<file path="src/scancode_to_char_fifo_unit_assert.svh">
// Assertion macros for the scancode decoder with character FIFO
`ifndef SCANCODE_TO_CHAR_FIFO_UNIT_ASSERT_SVH
`define SCANCODE_TO_CHAR_FIFO_UNIT_ASSERT_SVH

// same-cycle implication
`define SC2CH_ASSERT_NOW(lbl, ante, cons, msg) \
	lbl: assert property (@(posedge clk) disable iff (!arst_n) (ante) |-> (cons)) \
		else $error(msg);

// next-cycle implication
`define SC2CH_ASSERT_NEXT(lbl, ante, cons, msg) \
	lbl: assert property (@(posedge clk) disable iff (!arst_n) (ante) |=> (cons)) \
		else $error(msg);

`endif

</file>
<file path="src/sc2ch_pkg.sv">
// Package: scancode constants, key tables and command type
`default_nettype none

package sc2ch_pkg;

	localparam int FIFO_DEPTH_DEF = 128;
	localparam int CMDQ_DEPTH     = 4;
	localparam int CMDQ_AW        = $clog2(CMDQ_DEPTH);

	localparam logic [7:0] BASE_RST = 8'd128;

	// scancodes, set 1
	localparam logic [7:0] SC_LSHIFT     = 8'h2A;
	localparam logic [7:0] SC_RSHIFT     = 8'h36;
	localparam logic [7:0] SC_CTRL       = 8'h1D;
	localparam logic [7:0] SC_LSHIFT_BRK = 8'hAA;
	localparam logic [7:0] SC_RSHIFT_BRK = 8'hB6;
	localparam logic [7:0] SC_CTRL_BRK   = 8'h9D;
	localparam logic [7:0] SC_CAPS       = 8'h3A;
	localparam logic [7:0] SC_PGUP       = 8'h49;
	localparam logic [7:0] SC_PGDN       = 8'h51;
	localparam logic [7:0] SC_UP         = 8'h48;
	localparam logic [7:0] SC_DOWN       = 8'h50;
	localparam logic [7:0] SC_F1         = 8'h3B;
	localparam logic [7:0] SC_F5         = 8'h3F;
	localparam logic [7:0] SC_KEY_S      = 8'h1F;

	// offsets from the special code base
	localparam logic [7:0] SP_PGUP  = 8'd0;
	localparam logic [7:0] SP_PGDN  = 8'd1;
	localparam logic [7:0] SP_UP    = 8'd2;
	localparam logic [7:0] SP_DOWN  = 8'd3;
	localparam logic [7:0] SP_F1    = 8'd4;
	localparam logic [7:0] SP_CTRLS = 8'd9;

	localparam logic [7:0] CH_LOWER_A = 8'h61;
	localparam logic [7:0] CH_LOWER_Z = 8'h7A;
	localparam logic [7:0] CH_CASE    = 8'h20;

	typedef struct packed {
		logic       is_read;
		logic [7:0] code;
	} cmd_t;

	function automatic logic [7:0] plain_map(input logic [6:0] idx);
		logic [7:0] c;
		case (idx)
			7'd1:  c = 8'h1B; 7'd2:  c = 8'h31; 7'd3:  c = 8'h32; 7'd4:  c = 8'h33;
			7'd5:  c = 8'h34; 7'd6:  c = 8'h35; 7'd7:  c = 8'h36; 7'd8:  c = 8'h37;
			7'd9:  c = 8'h38; 7'd10: c = 8'h39; 7'd11: c = 8'h30; 7'd12: c = 8'h2D;
			7'd13: c = 8'h3D; 7'd14: c = 8'h08; 7'd15: c = 8'h09; 7'd16: c = 8'h71;
			7'd17: c = 8'h77; 7'd18: c = 8'h65; 7'd19: c = 8'h72; 7'd20: c = 8'h74;
			7'd21: c = 8'h79; 7'd22: c = 8'h75; 7'd23: c = 8'h69; 7'd24: c = 8'h6F;
			7'd25: c = 8'h70; 7'd26: c = 8'h5B; 7'd27: c = 8'h5D; 7'd28: c = 8'h0A;
			7'd30: c = 8'h61; 7'd31: c = 8'h73; 7'd32: c = 8'h64; 7'd33: c = 8'h66;
			7'd34: c = 8'h67; 7'd35: c = 8'h68; 7'd36: c = 8'h6A; 7'd37: c = 8'h6B;
			7'd38: c = 8'h6C; 7'd39: c = 8'h3B; 7'd40: c = 8'h27; 7'd41: c = 8'h60;
			7'd43: c = 8'h5C; 7'd44: c = 8'h7A; 7'd45: c = 8'h78; 7'd46: c = 8'h63;
			7'd47: c = 8'h76; 7'd48: c = 8'h62; 7'd49: c = 8'h6E; 7'd50: c = 8'h6D;
			7'd51: c = 8'h2C; 7'd52: c = 8'h2E; 7'd53: c = 8'h2F; 7'd55: c = 8'h2A;
			7'd57: c = 8'h20;
			default: c = 8'h00;
		endcase
		return c;
	endfunction

	function automatic logic [7:0] shifted_map(input logic [6:0] idx);
		logic [7:0] c;
		case (idx)
			7'd1:  c = 8'h1B; 7'd2:  c = 8'h21; 7'd3:  c = 8'h40; 7'd4:  c = 8'h23;
			7'd5:  c = 8'h24; 7'd6:  c = 8'h25; 7'd7:  c = 8'h5E; 7'd8:  c = 8'h26;
			7'd9:  c = 8'h2A; 7'd10: c = 8'h28; 7'd11: c = 8'h29; 7'd12: c = 8'h5F;
			7'd13: c = 8'h2B; 7'd14: c = 8'h08; 7'd15: c = 8'h09; 7'd16: c = 8'h51;
			7'd17: c = 8'h57; 7'd18: c = 8'h45; 7'd19: c = 8'h52; 7'd20: c = 8'h54;
			7'd21: c = 8'h59; 7'd22: c = 8'h55; 7'd23: c = 8'h49; 7'd24: c = 8'h4F;
			7'd25: c = 8'h50; 7'd26: c = 8'h7B; 7'd27: c = 8'h7D; 7'd28: c = 8'h0A;
			7'd30: c = 8'h41; 7'd31: c = 8'h53; 7'd32: c = 8'h44; 7'd33: c = 8'h46;
			7'd34: c = 8'h47; 7'd35: c = 8'h48; 7'd36: c = 8'h4A; 7'd37: c = 8'h4B;
			7'd38: c = 8'h4C; 7'd39: c = 8'h3A; 7'd40: c = 8'h22; 7'd41: c = 8'h7E;
			7'd43: c = 8'h7C; 7'd44: c = 8'h5A; 7'd45: c = 8'h58; 7'd46: c = 8'h43;
			7'd47: c = 8'h56; 7'd48: c = 8'h42; 7'd49: c = 8'h4E; 7'd50: c = 8'h4D;
			7'd51: c = 8'h3C; 7'd52: c = 8'h3E; 7'd53: c = 8'h3F; 7'd55: c = 8'h2A;
			7'd57: c = 8'h20;
			default: c = 8'h00;
		endcase
		return c;
	endfunction

endpackage

`default_nettype wire

</file>
<file path="src/sc2ch_ifs.sv">
// Request and response channel interfaces
`default_nettype none

interface sc2ch_req_if;
	logic       valid;
	logic       ready;
	logic       req_type;
	logic [7:0] scan_byte;

	modport source (output valid, req_type, scan_byte, input ready);
	modport sink   (input valid, req_type, scan_byte, output ready);
endinterface

interface sc2ch_rsp_if;
	logic       valid;
	logic       ready;
	logic       char_valid;
	logic [7:0] char_code;

	modport source (output valid, char_valid, char_code, input ready);
	modport sink   (input valid, char_valid, char_code, output ready);
endinterface

`default_nettype wire

</file>
<file path="src/sc2ch_front.sv">
// Front end: takes request beats, tracks modifiers, turns keys into commands
`default_nettype none

module sc2ch_front (
	input  wire logic            clk,
	input  wire logic            arst_n,
	sc2ch_req_if.sink            req,
	input  wire logic [7:0]      base,
	input  wire logic            cmdq_full,
	output sc2ch_pkg::cmd_t      cmd,
	output logic                 cmd_push
);

	logic shift_q, ctrl_q, caps_q;
	logic shift_d, ctrl_d, caps_d;
	logic emit;
	logic [7:0] sc, ch, plain;
	logic accept;

	assign req.ready = !cmdq_full;
	assign accept    = req.valid && req.ready;
	assign sc        = req.scan_byte;
	assign plain     = sc2ch_pkg::plain_map(sc[6:0]);

	// ordinary key through the tables
	always_comb begin
		ch = plain;
		if (plain >= sc2ch_pkg::CH_LOWER_A && plain <= sc2ch_pkg::CH_LOWER_Z) begin
			if (caps_q != shift_q)
				ch = plain - sc2ch_pkg::CH_CASE;
		end else if (shift_q) begin
			ch = sc2ch_pkg::shifted_map(sc[6:0]);
		end
	end

	always_comb begin
		shift_d     = shift_q;
		ctrl_d      = ctrl_q;
		caps_d      = caps_q;
		emit        = 1'b0;
		cmd.is_read = req.req_type;
		cmd.code    = '0;
		if (req.req_type) begin
			emit = 1'b1;
		end else begin
			unique case (sc) inside
				sc2ch_pkg::SC_LSHIFT, sc2ch_pkg::SC_RSHIFT: shift_d = 1'b1;
				sc2ch_pkg::SC_LSHIFT_BRK, sc2ch_pkg::SC_RSHIFT_BRK: shift_d = 1'b0;
				sc2ch_pkg::SC_CTRL:     ctrl_d = 1'b1;
				sc2ch_pkg::SC_CTRL_BRK: ctrl_d = 1'b0;
				sc2ch_pkg::SC_CAPS:     caps_d = !caps_q;
				sc2ch_pkg::SC_PGUP: begin
					emit     = 1'b1;
					cmd.code = base + sc2ch_pkg::SP_PGUP;
				end
				sc2ch_pkg::SC_PGDN: begin
					emit     = 1'b1;
					cmd.code = base + sc2ch_pkg::SP_PGDN;
				end
				sc2ch_pkg::SC_UP: begin
					emit     = 1'b1;
					cmd.code = base + sc2ch_pkg::SP_UP;
				end
				sc2ch_pkg::SC_DOWN: begin
					emit     = 1'b1;
					cmd.code = base + sc2ch_pkg::SP_DOWN;
				end
				[sc2ch_pkg::SC_F1:sc2ch_pkg::SC_F5]: begin
					emit     = 1'b1;
					cmd.code = base + sc2ch_pkg::SP_F1 + (sc - sc2ch_pkg::SC_F1);
				end
				sc2ch_pkg::SC_KEY_S: begin
					emit     = ctrl_q || (ch != 8'h00);
					cmd.code = ctrl_q ? base + sc2ch_pkg::SP_CTRLS : ch;
				end
				default: begin
					// other break codes are ignored
					if (!sc[7]) begin
						emit     = (ch != 8'h00);
						cmd.code = ch;
					end
				end
			endcase
		end
	end

	assign cmd_push = accept && emit;

	always_ff @(posedge clk or negedge arst_n) begin
		if (!arst_n) begin
			shift_q <= 1'b0;
			ctrl_q  <= 1'b0;
			caps_q  <= 1'b0;
		end else if (accept) begin
			shift_q <= shift_d;
			ctrl_q  <= ctrl_d;
			caps_q  <= caps_d;
		end
	end

endmodule

`default_nettype wire

</file>
<file path="src/sc2ch_cmdq.sv">
// Short command queue between front end and character FIFO
`default_nettype none

module sc2ch_cmdq (
	input  wire logic            clk,
	input  wire logic            arst_n,
	input  wire logic            push,
	input  wire sc2ch_pkg::cmd_t wdata,
	output logic                 full,
	output logic                 head_vld,
	output sc2ch_pkg::cmd_t      head,
	input  wire logic            pop
);

	sc2ch_pkg::cmd_t                   ent_q [sc2ch_pkg::CMDQ_DEPTH];
	logic [sc2ch_pkg::CMDQ_AW-1:0]     wr_q, rd_q;
	logic [sc2ch_pkg::CMDQ_AW:0]       cnt_q;

	assign full     = (cnt_q == (sc2ch_pkg::CMDQ_AW+1)'(sc2ch_pkg::CMDQ_DEPTH));
	assign head_vld = (cnt_q != '0);
	assign head     = ent_q[rd_q];

	always_ff @(posedge clk) begin
		if (push)
			ent_q[wr_q] <= wdata;
	end

	always_ff @(posedge clk or negedge arst_n) begin
		if (!arst_n) begin
			wr_q  <= '0;
			rd_q  <= '0;
			cnt_q <= '0;
		end else begin
			if (push)
				wr_q <= wr_q + 1'b1;
			if (pop)
				rd_q <= rd_q + 1'b1;
			if (push && !pop)
				cnt_q <= cnt_q + 1'b1;
			else if (pop && !push)
				cnt_q <= cnt_q - 1'b1;
		end
	end

endmodule

`default_nettype wire

</file>
<file path="src/sc2ch_back.sv">
// Back end: character ring FIFO and registered read response
`default_nettype none

module sc2ch_back #(
	parameter int FIFO_DEPTH = sc2ch_pkg::FIFO_DEPTH_DEF
) (
	input  wire logic            clk,
	input  wire logic            arst_n,
	input  wire logic            cmd_vld,
	input  wire sc2ch_pkg::cmd_t cmd,
	output logic                 cmd_pop,
	sc2ch_rsp_if.source          rsp
);

	localparam int AW = $clog2(FIFO_DEPTH);

	logic [7:0]    mem [FIFO_DEPTH];
	logic [AW-1:0] wp_q, rp_q, wp_nxt, rp_nxt;
	logic [7:0]    rdata_q;
	logic          rsp_vld_q, cv_q;
	logic          out_free, empty, full, do_wr, do_rd;

	assign wp_nxt = (wp_q == AW'(FIFO_DEPTH - 1)) ? '0 : wp_q + 1'b1;
	assign rp_nxt = (rp_q == AW'(FIFO_DEPTH - 1)) ? '0 : rp_q + 1'b1;
	assign empty  = (wp_q == rp_q);
	assign full   = (wp_nxt == rp_q);   // one slot kept free

	assign out_free = !rsp_vld_q || rsp.ready;
	// pushes never wait on the response side
	assign cmd_pop  = cmd_vld && (!cmd.is_read || out_free);
	assign do_wr    = cmd_pop && !cmd.is_read && !full;
	assign do_rd    = cmd_pop && cmd.is_read && !empty;

	always_ff @(posedge clk) begin
		if (do_wr)
			mem[wp_q] <= cmd.code;
		if (do_rd)
			rdata_q <= mem[rp_q];
	end

	always_ff @(posedge clk or negedge arst_n) begin
		if (!arst_n) begin
			wp_q      <= '0;
			rp_q      <= '0;
			rsp_vld_q <= 1'b0;
			cv_q      <= 1'b0;
		end else begin
			if (do_wr)
				wp_q <= wp_nxt;
			if (do_rd)
				rp_q <= rp_nxt;
			if (cmd_pop && cmd.is_read) begin
				rsp_vld_q <= 1'b1;
				cv_q      <= !empty;
			end else if (rsp.ready) begin
				rsp_vld_q <= 1'b0;
			end
		end
	end

	assign rsp.valid      = rsp_vld_q;
	assign rsp.char_valid = cv_q;
	assign rsp.char_code  = cv_q ? rdata_q : 8'h00;

endmodule

`default_nettype wire

</file>
<file path="src/scancode_to_char_fifo_unit.sv">
// Top level: scancode set 1 decoder feeding a character ring FIFO
`default_nettype none

// Takes one request beat per cycle: a scancode byte (req_type 0) or a read
// (req_type 1). Scancodes update shift/ctrl/caps and may queue a character or
// a special key code (base from the config register, ten codes in a row); a
// read returns one response beat, char_valid 0 and code 0 when nothing is
// stored. A read response is presented once its command has passed through
// the four-entry command queue and the character store's registered read
// port; it waits in the queue while an earlier response is not yet taken.
// Input stalls only when the command queue fills, i.e. when read responses
// are not being taken. The store keeps FIFO_DEPTH-1 characters; a character
// arriving when it is full is dropped.
module scancode_to_char_fifo_unit #(
	parameter int FIFO_DEPTH = sc2ch_pkg::FIFO_DEPTH_DEF
) (
	input  wire logic       clk,
	input  wire logic       arst_n,
	sc2ch_req_if.sink       req,
	sc2ch_rsp_if.source     rsp,
	input  wire logic       wr_en,
	input  wire logic [7:0] wr_data
);

	logic [7:0]      base_q;
	sc2ch_pkg::cmd_t f_cmd, q_head;
	logic            f_push, q_full, q_vld, q_pop;

	always_ff @(posedge clk or negedge arst_n) begin
		if (!arst_n)
			base_q <= sc2ch_pkg::BASE_RST;
		else if (wr_en)
			base_q <= wr_data;
	end

	sc2ch_front u_front (
		.clk       (clk),
		.arst_n    (arst_n),
		.req       (req),
		.base      (base_q),
		.cmdq_full (q_full),
		.cmd       (f_cmd),
		.cmd_push  (f_push)
	);

	sc2ch_cmdq u_cmdq (
		.clk      (clk),
		.arst_n   (arst_n),
		.push     (f_push),
		.wdata    (f_cmd),
		.full     (q_full),
		.head_vld (q_vld),
		.head     (q_head),
		.pop      (q_pop)
	);

	sc2ch_back #(
		.FIFO_DEPTH (FIFO_DEPTH)
	) u_back (
		.clk     (clk),
		.arst_n  (arst_n),
		.cmd_vld (q_vld),
		.cmd     (q_head),
		.cmd_pop (q_pop),
		.rsp     (rsp)
	);

`include "scancode_to_char_fifo_unit_assert.svh"

	`SC2CH_ASSERT_NOW(a_empty_code_zero, rsp.valid && !rsp.char_valid, rsp.char_code == 8'h00, "empty response carries a code")
	`SC2CH_ASSERT_NEXT(a_read_queued, req.valid && req.ready && req.req_type, q_vld, "read beat lost before command queue")
	`SC2CH_ASSERT_NEXT(a_read_taken, q_vld && q_head.is_read && !rsp.valid, rsp.valid, "queued read not served with free output")

endmodule

`default_nettype wire

</file>
<file path="src/flat_wrapper.sv">
// flat-port wrapper written by rule: the top's interface ports become plain ports
module scancode_to_char_fifo_unit_flat 
#(
	parameter int FIFO_DEPTH = sc2ch_pkg::FIFO_DEPTH_DEF
)
  (clk, arst_n, wr_en, wr_data, req_valid, req_req_type, req_scan_byte, req_ready, rsp_valid, rsp_char_valid, rsp_char_code, rsp_ready);
  sc2ch_req_if req_i ();
  sc2ch_rsp_if rsp_i ();
  input  wire logic clk;
  input  wire logic arst_n;
  input  wire logic wr_en;
  input  wire logic [7:0] wr_data;
  input wire logic [$bits(req_i.valid)-1:0] req_valid;
  input wire logic [$bits(req_i.req_type)-1:0] req_req_type;
  input wire logic [$bits(req_i.scan_byte)-1:0] req_scan_byte;
  output wire logic [$bits(req_i.ready)-1:0] req_ready;
  output wire logic [$bits(rsp_i.valid)-1:0] rsp_valid;
  output wire logic [$bits(rsp_i.char_valid)-1:0] rsp_char_valid;
  output wire logic [$bits(rsp_i.char_code)-1:0] rsp_char_code;
  input wire logic [$bits(rsp_i.ready)-1:0] rsp_ready;
  assign req_i.valid = req_valid;
  assign req_i.req_type = req_req_type;
  assign req_i.scan_byte = req_scan_byte;
  assign req_ready = req_i.ready;
  assign rsp_valid = rsp_i.valid;
  assign rsp_char_valid = rsp_i.char_valid;
  assign rsp_char_code = rsp_i.char_code;
  assign rsp_i.ready = rsp_ready;
  scancode_to_char_fifo_unit #(.FIFO_DEPTH(FIFO_DEPTH)) u_core (.clk(clk), .arst_n(arst_n), .req(req_i), .rsp(rsp_i), .wr_en(wr_en), .wr_data(wr_data));
endmodule
</file>
<file path="config.mk">
export PLATFORM = sky130hd
export DESIGN_NAME = scancode_to_char_fifo_unit_flat
export DESIGN_NICKNAME = d
export VERILOG_FILES = /design/src/sc2ch_pkg.sv /design/src/sc2ch_ifs.sv /design/src/sc2ch_front.sv /design/src/sc2ch_cmdq.sv /design/src/sc2ch_back.sv /design/src/scancode_to_char_fifo_unit.sv /design/src/flat_wrapper.sv
export VERILOG_INCLUDE_DIRS = /design/src /design/src/src
export SDC_FILE = /design/constraint.sdc
export NUM_CORES = 1
export LEC_CHECK = 0
export ABC_AREA = 1
export CORE_AREA = 2 2 343 345
export DETAILED_ROUTE_END_ITERATION = 10
export DIE_AREA = 0 0 345 347
export DONT_BUFFER_PORTS = 1
export SYNTH_ARGS = -nofsm -noshare
export SYNTH_HDL_FRONTEND = slang
export SYNTH_SLANG_ARGS = --single-unit
</file>
<file path="constraint.sdc">
create_clock -name clk -period 7.5 [get_ports clk]
set_clock_uncertainty 0.1 [all_clocks]
set_input_delay 0.375 -clock clk [delete_from_list [all_inputs] [get_ports clk]]
set_output_delay 0.375 -clock clk [all_outputs]
set_load 0.05 [all_outputs]
</file>
==> reports/results.ini <==
[run_status]
status=complete, no violations

[routing]
routed_wl_mm=129
first_iter_violations=3403
firstDrtPassIters=5
vias_per_cell=5.77
drtAntennaViolNets=0
drc=0
wl_per_cell_um=24.0
vias=31100

[sta]
layout_min_cycle_time_ns=4.87
setup_viol=0
post-route-period-util=0.649
maxSlewViolCount=0
fmax_mhz=205
hold_viol=0
rsz0062_at_grt=false
worst_pin_slew_ns=1.32
relSlewSlack=0.116
hold_slack_ns=0.0354
setup_tns_ns=0

[clocking]
clock_latency_ns=0.69
cts_made_buffers=110
cts.sinks=1102
clk_path_buf_depth=3
cts-resized-gates=0
cts.htree.levels=3
cts_tree=yes
post_cts_buffers=0
path_clk_slew_ns=0.06
cts.hold.buffers_added=17
cts-root-buf=clkbuf_16

[floorplan]
die_w_um=345
rows=125
coreArea_um2=116000
die_h_um=347
num_io_pins=33
start_util=0.399
dieArea_um2=120000

[critical_path]
cp-startpoint=u_core.u_cmdq.rd_q[0]$_DFFE_PN0P_
rr_endpoint=u_core.u_back.mem[4][2]$_DFFE_PP_
critical_path_class=flop to flop
cp.required_ns=7.71
crit_path_end_kind=flop
critPathLaunchType=flop
rr_worst_depth=11
crit_end=u_core.u_back.mem[4][2]$_DFFE_PP_
cp.arrival_ns=5.08
ff2ff_setup_slack_ns=2.63
reg2reg_from=u_core.u_cmdq.rd_q[0]$_DFFE_PN0P_
crit_fanout=20

[synthesis]
synth_ff_type=edfxtp_1
synthCells=3843
synth_seq_cells=1102
syn_nets=3904
yosysSeqAreaShare=0.714
synthTopCellsByCount=edfxtp_1 (1068), nor2_1 (755), o21ai_0 (589)
synthTopCellsByArea=edfxtp_1 (70%), o21ai_0 (6.4%), nor2_1 (6.1%)
synth.distinct_cells=53
synth_async_sr_flop_share=0.0309
synth_edf_count=1068
yosysTopAreaCell=edfxtp_1
synth_top_area_share=0.695
yosysMostFrequentCell=edfxtp_1
syn_area_um2=46100
syn_area_per_cell_um2=12.0
yosysWarnings=0

[global_routing]
grt_pass1_vias=29900
grt_antenna_before_repair=0
grt_pass1_wl_mm=194
grt_max_degree=143
grt_overflow_total=0
grt_usage=0.211

[power]
switching_power_mw=8.56
vdd_drop_max_mv=0.347
comb_power_share=0.346
p_leak_nw=16.5
power.total_mw=21.4
p_clk_frac=0.247
pwr-share-seq=0.407
switching_share=0.399
internal_power_mw=12.9
powerDensity_nw_per_um2=419

[cells_and_area]
area_delta_synth_final_pct=11.0
drive_gt1_frac=0.0589
nets=3837
stdcell_area_um2=51200

[placement]
place_area_um2=47600
place_congestion=0.888
port_buffers=0
dp_hpwl_mm=76.4

[flow_run]
cap_violations=0

[hold_path]
min_from=rsp_ready
holdCritPathClass=input pin to flop

==> registers in the layout, indices dropped and copies added, names as in the netlist, 2 cells and up <==
register and count:
u_core.base_q 8, u_core.u_back.mem 1024, u_core.u_back.rdata_q 8, u_core.u_back.rp_q 7
u_core.u_back.wp_q 7, u_core.u_cmdq.cnt_q 3, u_core.u_cmdq.ent_q 36, u_core.u_cmdq.rd_q 2
u_core.u_cmdq.wr_q 2
==> placed cells by master, fill, tap and decap left out, types with 3 or more instances in the layout <==
master / n
fa_1: 3
inv_1: 101
dfrtp_1: 30
nor2_2: 3
buf_4: 52
nand4_1: 47
xnor2_1: 8
o22ai_1: 160
ha_1: 36
dfrtp_4: 3
o31ai_1: 3
nor4_1: 3
clkinvlp_4: 8
clkinv_1: 36
o21ai_0: 589
clkinv_2: 11
nor2_1: 754
o22ai_4: 8
inv_2: 6
edfxtp_1: 1068
a211oi_1: 3
a31oi_1: 17
nand3_1: 129
a311oi_1: 3
clkbuf_16: 111
clkbuf_1: 27
dlygate4sd3_1: 16
xor2_1: 13
inv_6: 5
nand2_1: 354
a21oi_1: 64
o211ai_1: 31
a221oi_1: 6
bufinv_16: 6
o221ai_1: 101
nor3_1: 17
==> worst max-delay path: stages, from the launching register on <==
cell      delay, ns
dfrtp_1        0.74
clkinv_1       0.59
nand2_1        0.17
nand3_1        0.08
nand2_1        0.10
inv_1          0.06
nor2_1         0.22
nand2_1        0.27
inv_1          0.31
nand4_1        0.75
buf_4          0.51
nor2_1         0.57
==> power groups by stage <==
stage / logic, mW / registers (mW) / clock network (mW)
after global routing: 8.02 / 8.76 / 5.59
after CTS: 7.38 / 8.73 / 5.35
after detailed placement: 7.36 / 8.85 / 0
final: 7.42 / 8.73 / 5.29
after global placement: 7.33 / 8.85 / 0
after floorplan: 4.44 / 8.83 / 0
==> kinds of logic after synthesis <==
logic type | Yosys count | share of synthesized area
xor+xnor | 21 | 0.00399
flops | 1102 | 0.714
mux | 2 | 0.000461
simple gates | 1319 | 0.115
fa+ha+maj | 39 | 0.0111
buf+inv | 360 | 0.0302
compound gates | 1000 | 0.125
==> metrics by stage <==
step,utilization,setup WS [ns],cells
floorplan,-,2.08,3843
global placement,0.411,2.61,5171
detailed placement,0.411,2.63,5171
CTS,0.442,2.60,5392
global route,0.442,2.29,5392
finish,0.442,2.63,5393
==> per-layer routing <==
layer	track usage	up-vias	wire (um)
met5	0	-	0
met4	0.0678	0	3840
met3	0.0306	217	9870
met2	0.339	1432	60400
met1	0.296	15500	55300
li1	-	14000	-
==> worst min path at each step <==
stage                                               end  slack [ns]  cells after the start
floorplan                  u_core.base_q[0]$_DFFE_PN0P_       -0.02                      0
global placement    u_core.u_back.rsp.valid$_DFFE_PN0P_       -0.02                      0
detailed placement   u_core.u_cmdq.cnt_q[2]$_DFFE_PN0P_       -0.02                      0
CTS                   u_core.u_cmdq.rd_q[0]$_DFFE_PN0P_       0.004                      4
global route          u_core.u_front.caps_q$_DFFE_PN0P_        0.05                      5
finish                u_core.u_cmdq.rd_q[0]$_DFFE_PN0P_        0.04                      4
==> area by class of cell <==
class                           count  area [um2]
Inverter                          112         435
Sequential cell                  1102       32900
Fill cell                       10700       64500
Timing Repair Buffer               69         571
Multi-Input combinational cell   2381       11900
Clock buffer                      138        2880
Clock inverter                     66         529
Antenna cell                        1        2.50
Tap cell                         1524        1910
No activity file was read; power rests on OpenSTA's default activity.
